==> src/design/dam_pkg.sv <==
// Shared types, constants and helper functions for the decimal accumulator machine.
// No dependencies; every other file in the block but dam_ram imports this package.
package dam_pkg;

	localparam int WORD_BITS_DEF = 32;
	localparam int MEM_WORDS     = 100;
	localparam int ADDR_W        = 7;
	localparam int OUT_W         = 32;

	// instruction split: word / 100 and word % 100 for words below 4400
	localparam int RADIX       = 100;
	localparam int DEC_LIMIT   = 4400;
	localparam int DEC_W       = 13;
	localparam int RECIP       = 1311;
	localparam int RECIP_W     = 11;
	localparam int RECIP_SHIFT = 17;
	localparam int PROD_W      = DEC_W + RECIP_W;
	localparam int Q_W         = 6;

	localparam logic [Q_W-1:0] OPC_READ  = Q_W'(10);
	localparam logic [Q_W-1:0] OPC_WRITE = Q_W'(11);
	localparam logic [Q_W-1:0] OPC_LOAD  = Q_W'(20);
	localparam logic [Q_W-1:0] OPC_STORE = Q_W'(21);
	localparam logic [Q_W-1:0] OPC_ADD   = Q_W'(30);
	localparam logic [Q_W-1:0] OPC_SUB   = Q_W'(31);
	localparam logic [Q_W-1:0] OPC_MUL   = Q_W'(32);
	localparam logic [Q_W-1:0] OPC_DIV   = Q_W'(33);
	localparam logic [Q_W-1:0] OPC_JUMP  = Q_W'(40);
	localparam logic [Q_W-1:0] OPC_HALT  = Q_W'(43);

	localparam logic [1:0] ERR_NONE   = 2'd0;
	localparam logic [1:0] ERR_OPCODE = 2'd1;
	localparam logic [1:0] ERR_DIV0   = 2'd2;

	typedef enum logic [1:0] {
		OPN_WRITE, OPN_START, OPN_START_ENTRY, OPN_EXEC
	} oper_t;

	typedef enum logic [3:0] {
		I_READ, I_WRITE, I_LOAD, I_STORE, I_ADD, I_SUB,
		I_MUL, I_DIV, I_JUMP, I_HALT, I_BAD
	} instr_t;

	typedef enum logic [2:0] {
		S_IDLE, S_DISPATCH, S_FETCH, S_OPERAND, S_EXEC, S_ALU, S_FINISH
	} state_t;

	typedef enum logic [1:0] {RD_NONE, RD_PC, RD_OPA} rd_sel_t;
	typedef enum logic [1:0] {MW_NONE, MW_ITEM, MW_INPUT, MW_ACC} mw_sel_t;
	typedef enum logic [2:0] {ACC_HOLD, ACC_LOAD, ACC_ADD, ACC_SUB, ACC_ALU} acc_sel_t;
	typedef enum logic [2:0] {PC_HOLD, PC_NEXT, PC_JUMP, PC_START, PC_ENTRY} pc_sel_t;
	typedef enum logic [2:0] {ST_NONE, ST_RUN, ST_HALT, ST_BAD, ST_DIV0} stop_sel_t;

	typedef struct packed {
		logic      latch;
		rd_sel_t   rd;
		logic      decode;
		mw_sel_t   mw;
		acc_sel_t  acc;
		pc_sel_t   pc;
		stop_sel_t stop;
		logic      set_out;
		logic      set_in;
		logic      alu_go;
		logic      alu_div;
		logic      res_load;
	} cmd_t;

	typedef struct packed {
		oper_t  op;
		logic   addr_ok;
		logic   stopped;
		instr_t instr;
		logic   opnd_zero;
		logic   alu_done;
	} sts_t;

	function automatic instr_t decode_op(input logic [Q_W-1:0] q);
		instr_t r;
		unique case (q)
			OPC_READ:  r = I_READ;
			OPC_WRITE: r = I_WRITE;
			OPC_LOAD:  r = I_LOAD;
			OPC_STORE: r = I_STORE;
			OPC_ADD:   r = I_ADD;
			OPC_SUB:   r = I_SUB;
			OPC_MUL:   r = I_MUL;
			OPC_DIV:   r = I_DIV;
			OPC_JUMP:  r = I_JUMP;
			OPC_HALT:  r = I_HALT;
			default:   r = I_BAD;
		endcase
		return r;
	endfunction

	function automatic logic [ADDR_W-1:0] mod_addr(input logic [ADDR_W-1:0] a);
		return (a >= ADDR_W'(MEM_WORDS)) ? a - ADDR_W'(MEM_WORDS) : a;
	endfunction

endpackage

==> src/design/dam_ctrl.sv <==
// Controller state machine: request/result handshakes and per-step commands.
// Uses dam_pkg; talks to dam_datapath through cmd_t and sts_t.
module dam_ctrl
	import dam_pkg::*;
(
	input  logic clk,
	input  logic arst_n,
	input  logic req_valid,
	output logic req_ready,
	output logic res_valid,
	input  logic res_ready,
	input  sts_t sts,
	output cmd_t cmd
);

	state_t state_q;
	state_t state_d;
	logic   res_valid_q;

	always_ff @(posedge clk or negedge arst_n) begin
		if (!arst_n) begin
			state_q     <= S_IDLE;
			res_valid_q <= 1'b0;
		end else begin
			state_q <= state_d;
			if (cmd.res_load) begin
				res_valid_q <= 1'b1;
			end else if (res_ready) begin
				res_valid_q <= 1'b0;
			end
		end
	end

	always_comb begin
		state_d = state_q;
		cmd     = '0;
		unique case (state_q)
			S_IDLE: begin
				if (req_valid) begin
					cmd.latch = 1'b1;
					state_d   = S_DISPATCH;
				end
			end
			S_DISPATCH: begin
				state_d = S_FINISH;
				unique case (sts.op)
					OPN_WRITE: begin
						if (sts.addr_ok) begin
							cmd.mw = MW_ITEM;
						end
					end
					OPN_START: begin
						cmd.pc   = PC_START;
						cmd.stop = ST_RUN;
					end
					OPN_START_ENTRY: begin
						cmd.pc   = PC_ENTRY;
						cmd.stop = ST_RUN;
					end
					OPN_EXEC: begin
						if (!sts.stopped) begin
							cmd.rd  = RD_PC;
							state_d = S_FETCH;
						end
					end
				endcase
			end
			S_FETCH: begin
				cmd.decode = 1'b1;
				state_d    = S_OPERAND;
			end
			S_OPERAND: begin
				cmd.rd  = RD_OPA;
				state_d = S_EXEC;
			end
			S_EXEC: begin
				state_d = S_FINISH;
				unique case (sts.instr)
					I_READ: begin
						cmd.mw     = MW_INPUT;
						cmd.set_in = 1'b1;
						cmd.pc     = PC_NEXT;
					end
					I_WRITE: begin
						cmd.set_out = 1'b1;
						cmd.pc      = PC_NEXT;
					end
					I_LOAD: begin
						cmd.acc = ACC_LOAD;
						cmd.pc  = PC_NEXT;
					end
					I_STORE: begin
						cmd.mw = MW_ACC;
						cmd.pc = PC_NEXT;
					end
					I_ADD: begin
						cmd.acc = ACC_ADD;
						cmd.pc  = PC_NEXT;
					end
					I_SUB: begin
						cmd.acc = ACC_SUB;
						cmd.pc  = PC_NEXT;
					end
					I_MUL: begin
						cmd.alu_go = 1'b1;
						state_d    = S_ALU;
					end
					I_DIV: begin
						if (sts.opnd_zero) begin
							cmd.stop = ST_DIV0;
						end else begin
							cmd.alu_go  = 1'b1;
							cmd.alu_div = 1'b1;
							state_d     = S_ALU;
						end
					end
					I_JUMP: cmd.pc = PC_JUMP;
					I_HALT: cmd.stop = ST_HALT;
					default: cmd.stop = ST_BAD;
				endcase
			end
			S_ALU: begin
				if (sts.alu_done) begin
					cmd.acc = ACC_ALU;
					cmd.pc  = PC_NEXT;
					state_d = S_FINISH;
				end
			end
			S_FINISH: begin
				if (!res_valid_q || res_ready) begin
					cmd.res_load = 1'b1;
					state_d      = S_IDLE;
				end
			end
			default: state_d = S_IDLE;
		endcase
	end

	assign req_ready = (state_q == S_IDLE);
	assign res_valid = res_valid_q;

endmodule

==> config.mk <==
export PLATFORM = sky130hd
export DESIGN_NAME = dam_ctrl
export DESIGN_NICKNAME = d
export VERILOG_FILES = /design/src/design/dam_pkg.sv /design/src/design/dam_ctrl.sv
export SDC_FILE = /design/constraint.sdc
export NUM_CORES = 1
export LEC_CHECK = 0
export CAP_MARGIN = 5
export CORE_UTILIZATION = 43
export DETAILED_ROUTE_END_ITERATION = 7
export DONT_BUFFER_PORTS = 1
export GPL_ROUTABILITY_DRIVEN = 0
export SLEW_MARGIN = 20
export SYNTH_ARGS = -nofsm -noshare
export SYNTH_HDL_FRONTEND = slang
export SYNTH_SLANG_ARGS = --single-unit
==> constraint.sdc <==
create_clock -name clk -period 3.5 [get_ports clk]
set_input_delay 0.35 -clock clk [delete_from_list [all_inputs] [get_ports clk]]
set_output_delay 0.35 -clock clk [all_outputs]
set_load 0.02 [all_outputs]
# Word-level counts from Yosys, hierarchy flattened
# Index checks and enable logic that the tools add are counted.
dict set report classes {
  n_mux 37
  n_reduce_logical 9
  eq_ne 21
}
# op n
set op_table {}
lappend op_table {{$pmux W3 S7} 1}
lappend op_table {{$pmux W2 S2} 5}
lappend op_table {{$mux W3} 6}
lappend op_table {{$pmux W3 S3} 2}
lappend op_table {{$eq A4 B3 Y1 const B} 4}
lappend op_table {{$mux W1} 14}
lappend op_table {{$pmux W3 S2} 2}
lappend op_table {{$pmux W6 S2} 1}
lappend op_table {{$eq A3 B3 Y1 const B} 3}
lappend op_table {{$eq A4 B2 Y1 const B} 2}
lappend op_table {{$eq A4 B4 Y1 const B} 2}
lappend op_table {{$reduce_or A8 Y1} 1}
lappend op_table {{$eq A3 B2 Y1 const B} 2}
lappend op_table {{$mux W6} 1}
lappend op_table {{$ne A2 B2 Y1 const B} 3}
lappend op_table {{$pmux W2 S3} 1}
lappend op_table {{$reduce_or A6 Y1} 1}
lappend op_table {{$eq A2 B2 Y1 const B} 2}
lappend op_table {{$eq A4 B1 Y1 const B} 1}
lappend op_table {{$logic_not A4 Y1} 1}
lappend op_table {{$mux W2} 2}
lappend op_table {{$mux W4} 1}
lappend op_table {{$eq A3 B1 Y1 const B} 1}
lappend op_table {{$logic_not A3 Y1} 1}
lappend op_table {{other kinds (7)} 7}
dict set report totals {
  wordCells 69
  input_bits 14
  register_bits 4
}

# Logic depth before layout (Yosys ltp)
dict set report logic_depth {
  word_depth 5
  depth_mapped 5
  mapped_depth_nobuf 4
}

# Least setup slack after synthesis
# OpenSTA, ideal clock, no wires.
dict set report synth_timing {
  path_type {register to output}
  from {register state_q[1]}
  to {output port cmd[9] (netlist bit)}
  required_ns 3.150
  path_stages_with_launch 5
  n_path_buf 1
  slack_ns 1.653
  arrival_ns 1.497
  cell_sequence {dfrtp_1 -> buf_2 -> nor2_4 -> nand3_1 -> o41ai_1}
}
# element line_no
set synth_rtl {}
lappend synth_rtl {{from (decl)} dam_ctrl.sv:16} ;# state_t state_q;
lappend synth_rtl {{from (signal assigned)} dam_ctrl.sv:25} ;# state_q <= state_d;
lappend synth_rtl {{to (decl)} dam_ctrl.sv:13} ;# output cmd_t cmd

==> impl_metrics.json <==
{
  "holdPathStages": 2,
  "synth_top_area_cell": "dfrtp_1",
  "antenna_found_initial": 0,
  "switching_share_pct": 54.6,
  "timing.rr.start": "state_q[2]",
  "yosysMostFrequentCell": "nor2_1",
  "yosysTopAreaCellShare_pct": 17.2,
  "path_class": "flip-flop to primary output",
  "r2r_cells": 3,
  "cp.arrival_ns": 1.93,
  "min_to": "state_q[0]",
  "placed_area_um2": 562,
  "slew_headroom_pct": 36.8,
  "seq_area_frac_synth_pct": 17.2,
  "grt_max_degree": 19,
  "pwr-share-comb_pct": 51.7,
  "yosysUniqueCellTypes": 38,
  "clk_latency_ns": 0.25,
  "die_w_um": 38.8,
  "cts_root_buf": "clkbuf_4",
  "clkTransAtPathRegs_ns": 0.04,
  "grt_pass1_vias": 408,
  "synth_cells": 76,
  "drt-initial-drc-count": 22,
  "holdCritStartpoint": "req_valid",
  "cp-end-kind": "primary output",
  "setup_tns_ns": 0,
  "synth_ff_type": "dfrtp_1",
  "tritoncts": "done",
  "area_growth_pct": 1.93,
  "ant_nets": 0,
  "p_leak_nw": 0.227,
  "core-area_mm2": 0.00119,
  "synth_nets": 94,
  "worstPathRequired_ns": 3.15,
  "hp-class": "input pin to flip-flop",
  "slowest_stage": "dfrtp_1",
  "synth.avg_cell_area_um2": 7.67,
  "yosys_warnings": 0,
  "rsz0062_at_grt": "false",
  "die_h_um": 38.8,
  "initial_core_util_pct": 49.2,
  "r2r_setup_slack_ns": 2.12,
  "skew_ns": 0.000957,
  "critical_path.max_fanout": 12,
  "wl_per_cell_um": 14.6,
  "fin_area_um2": 594,
  "ys_ff_latch": 4,
  "vdd_drop_max_v": 0.000480,
  "dp_hpwl_um": 922,
  "numCtsBuffers": 3,
  "async_reset_ff_share_pct": 100,
  "ios": 36,
  "cts_resized": 0,
  "drive_above_1_share_pct": 11.0,
  "final_max_slew_viol_count": 0,
  "diodes": 0,
  "status": "completed",
  "firstDrtPassIters": 4,
  "fin_crit_sh_pct": 65.2,
  "synth_edf_count": 0,
  "syn_area_um2": 583,
  "clock_power_share_pct": 14.5,
  "worstMarginPinSlew_ns": 0.935,
  "numPortBuffers": 0,
  "p_int_mw": 0.191,
  "cts_buffer_depth": 2,
  "fin_util_pct": 50.1,
  "grt_pass1_wl_mm": 1.78,
  "maxCapViolations": 0,
  "wl_mm": 1.27,
  "synth_common_cells": "nor2_1 (9), nand2_1 (5), nor3_1 (5)",
  "fmaxAchievable_mhz": 438,
  "via_per_inst": 6.28,
  "report.final.setup_viol": 0,
  "htree_levels": 1,
  "drc": 0,
  "start_kind": "flip-flop",
  "vias": 546,
  "power_density_mw_per_mm2": 709,
  "clock-sinks": 4,
  "rows": 12,
  "fp.dieArea_mm2": 0.00151,
  "gr-total-overflow": 0,
  "power_switching_mw": 0.230,
  "seqPwrFrac_pct": 33.8,
  "grt_util_all_layers_pct": 19.6,
  "layout_min_cycle_time_ns": 2.28,
  "fill_cells": 120,
  "crit_chain": "nand2b_1, or2_2, nor3b_1",
  "synth_area_leaders": "dfrtp_1 (17%), ha_1 (8.6%), nor2_1 (5.8%)",
  "cpPeakStageDelay_ns": 0.58,
  "finalNetCount": 93,
  "hold_viol": 0,
  "r2r-end": "state_q[1]"
}
==> metal layers <==
layer,vias up,GRT usage [%],wire length (um)
met2,40,19.6,488
li1,265,-,-
met5,-,0,0
met4,0,20.7,44
met1,236,25.8,586
met3,5,11.0,146
==> sequential cells by signal (all words and copies together) (netlist names) <==
signal and cells:
state_q 3, res_valid 1
==> layout by cell type (no fill, tap or decap), types with 2 or more instances in the layout <==
master / count
and2_1: 2
nand2b_1: 3
dfrtp_1: 4
ha_1: 4
nand2_1: 5
o22ai_1: 2
o21a_1: 2
nand3b_1: 2
or3b_1: 2
nand3_1: 2
nor3b_1: 3
inv_1: 3
nor3_1: 5
clkbuf_4: 3
nor2_1: 9
==> critical path: cells and delay by family (launching register included) <==
| family | cells | cell delay [ns] |
|---|---|---|
| and+or+nand+nor | 3 | 1.10 |
| DFF | 1 | 0.58 |
==> logic make-up after synthesis <==
family	synth area share [%]
compound gates	18.5
xor+xnor	1.50
fa+ha+maj	8.58
buf+inv	8.58
flops	17.2
mux	1.72
simple gates	44.0
==> power by group through the flow <==
stage	Clock [mW]	Combinational (mW)	Sequential, mW
2_1_floorplan	0	0.266	0.0876
3_3_place_gp	0	0.218	0.141
3_5_place_dp	0	0.216	0.142
4_1_cts	0.0638	0.219	0.141
5_1_grt	0.0688	0.240	0.151
6_report	0.0610	0.218	0.143
==> worst max path at each step <==
stage / startpoint / endpoint / slack, ns / depth (start not counted)
floorplan: state_q[1] / cmd[9] / 1.65 / 4
global placement: state_q[0] / cmd[9] / 1.50 / 3
detailed placement: state_q[0] / cmd[9] / 1.48 / 3
CTS: state_q[2] / cmd[9] / 1.21 / 2
global route: state_q[2] / cmd[9] / 1.07 / 2
finish: state_q[0] / cmd[17] / 1.22 / 3
==> repair_timing <==
| item | CTS | global route |
|---|---|---|
| hold endpoints to repair | 4 | 0 |
| setup buffers | 0 | 0 |
| hold buffers | 1 | 0 |
==> per-stage QoR <==
stage               hold slack, ns  std cells  setup slack (ns)  power, mW
finish                       0.302         87              1.22      0.421
global placement            0.0545         83              1.50      0.359
CTS                          0.294         87              1.21      0.424
global route                 0.350         87              1.07      0.460
floorplan                   0.0544         76              1.65      0.354
detailed placement          0.0545         83              1.48      0.358
==> area by class of cell <==
cell class | instances | area (um^2) | share of cell area (%)
multi-input cells | 62 | 433 | 72.8
flip-flops and latches | 4 | 100 | 16.8
clock buffers | 3 | 22.5 | 3.79
well taps | 14 | 17.5 | 2.95
inverters | 3 | 11.3 | 1.89
repair buffers | 1 | 10.0 | 1.68
(Power assumes the default switching activity.)
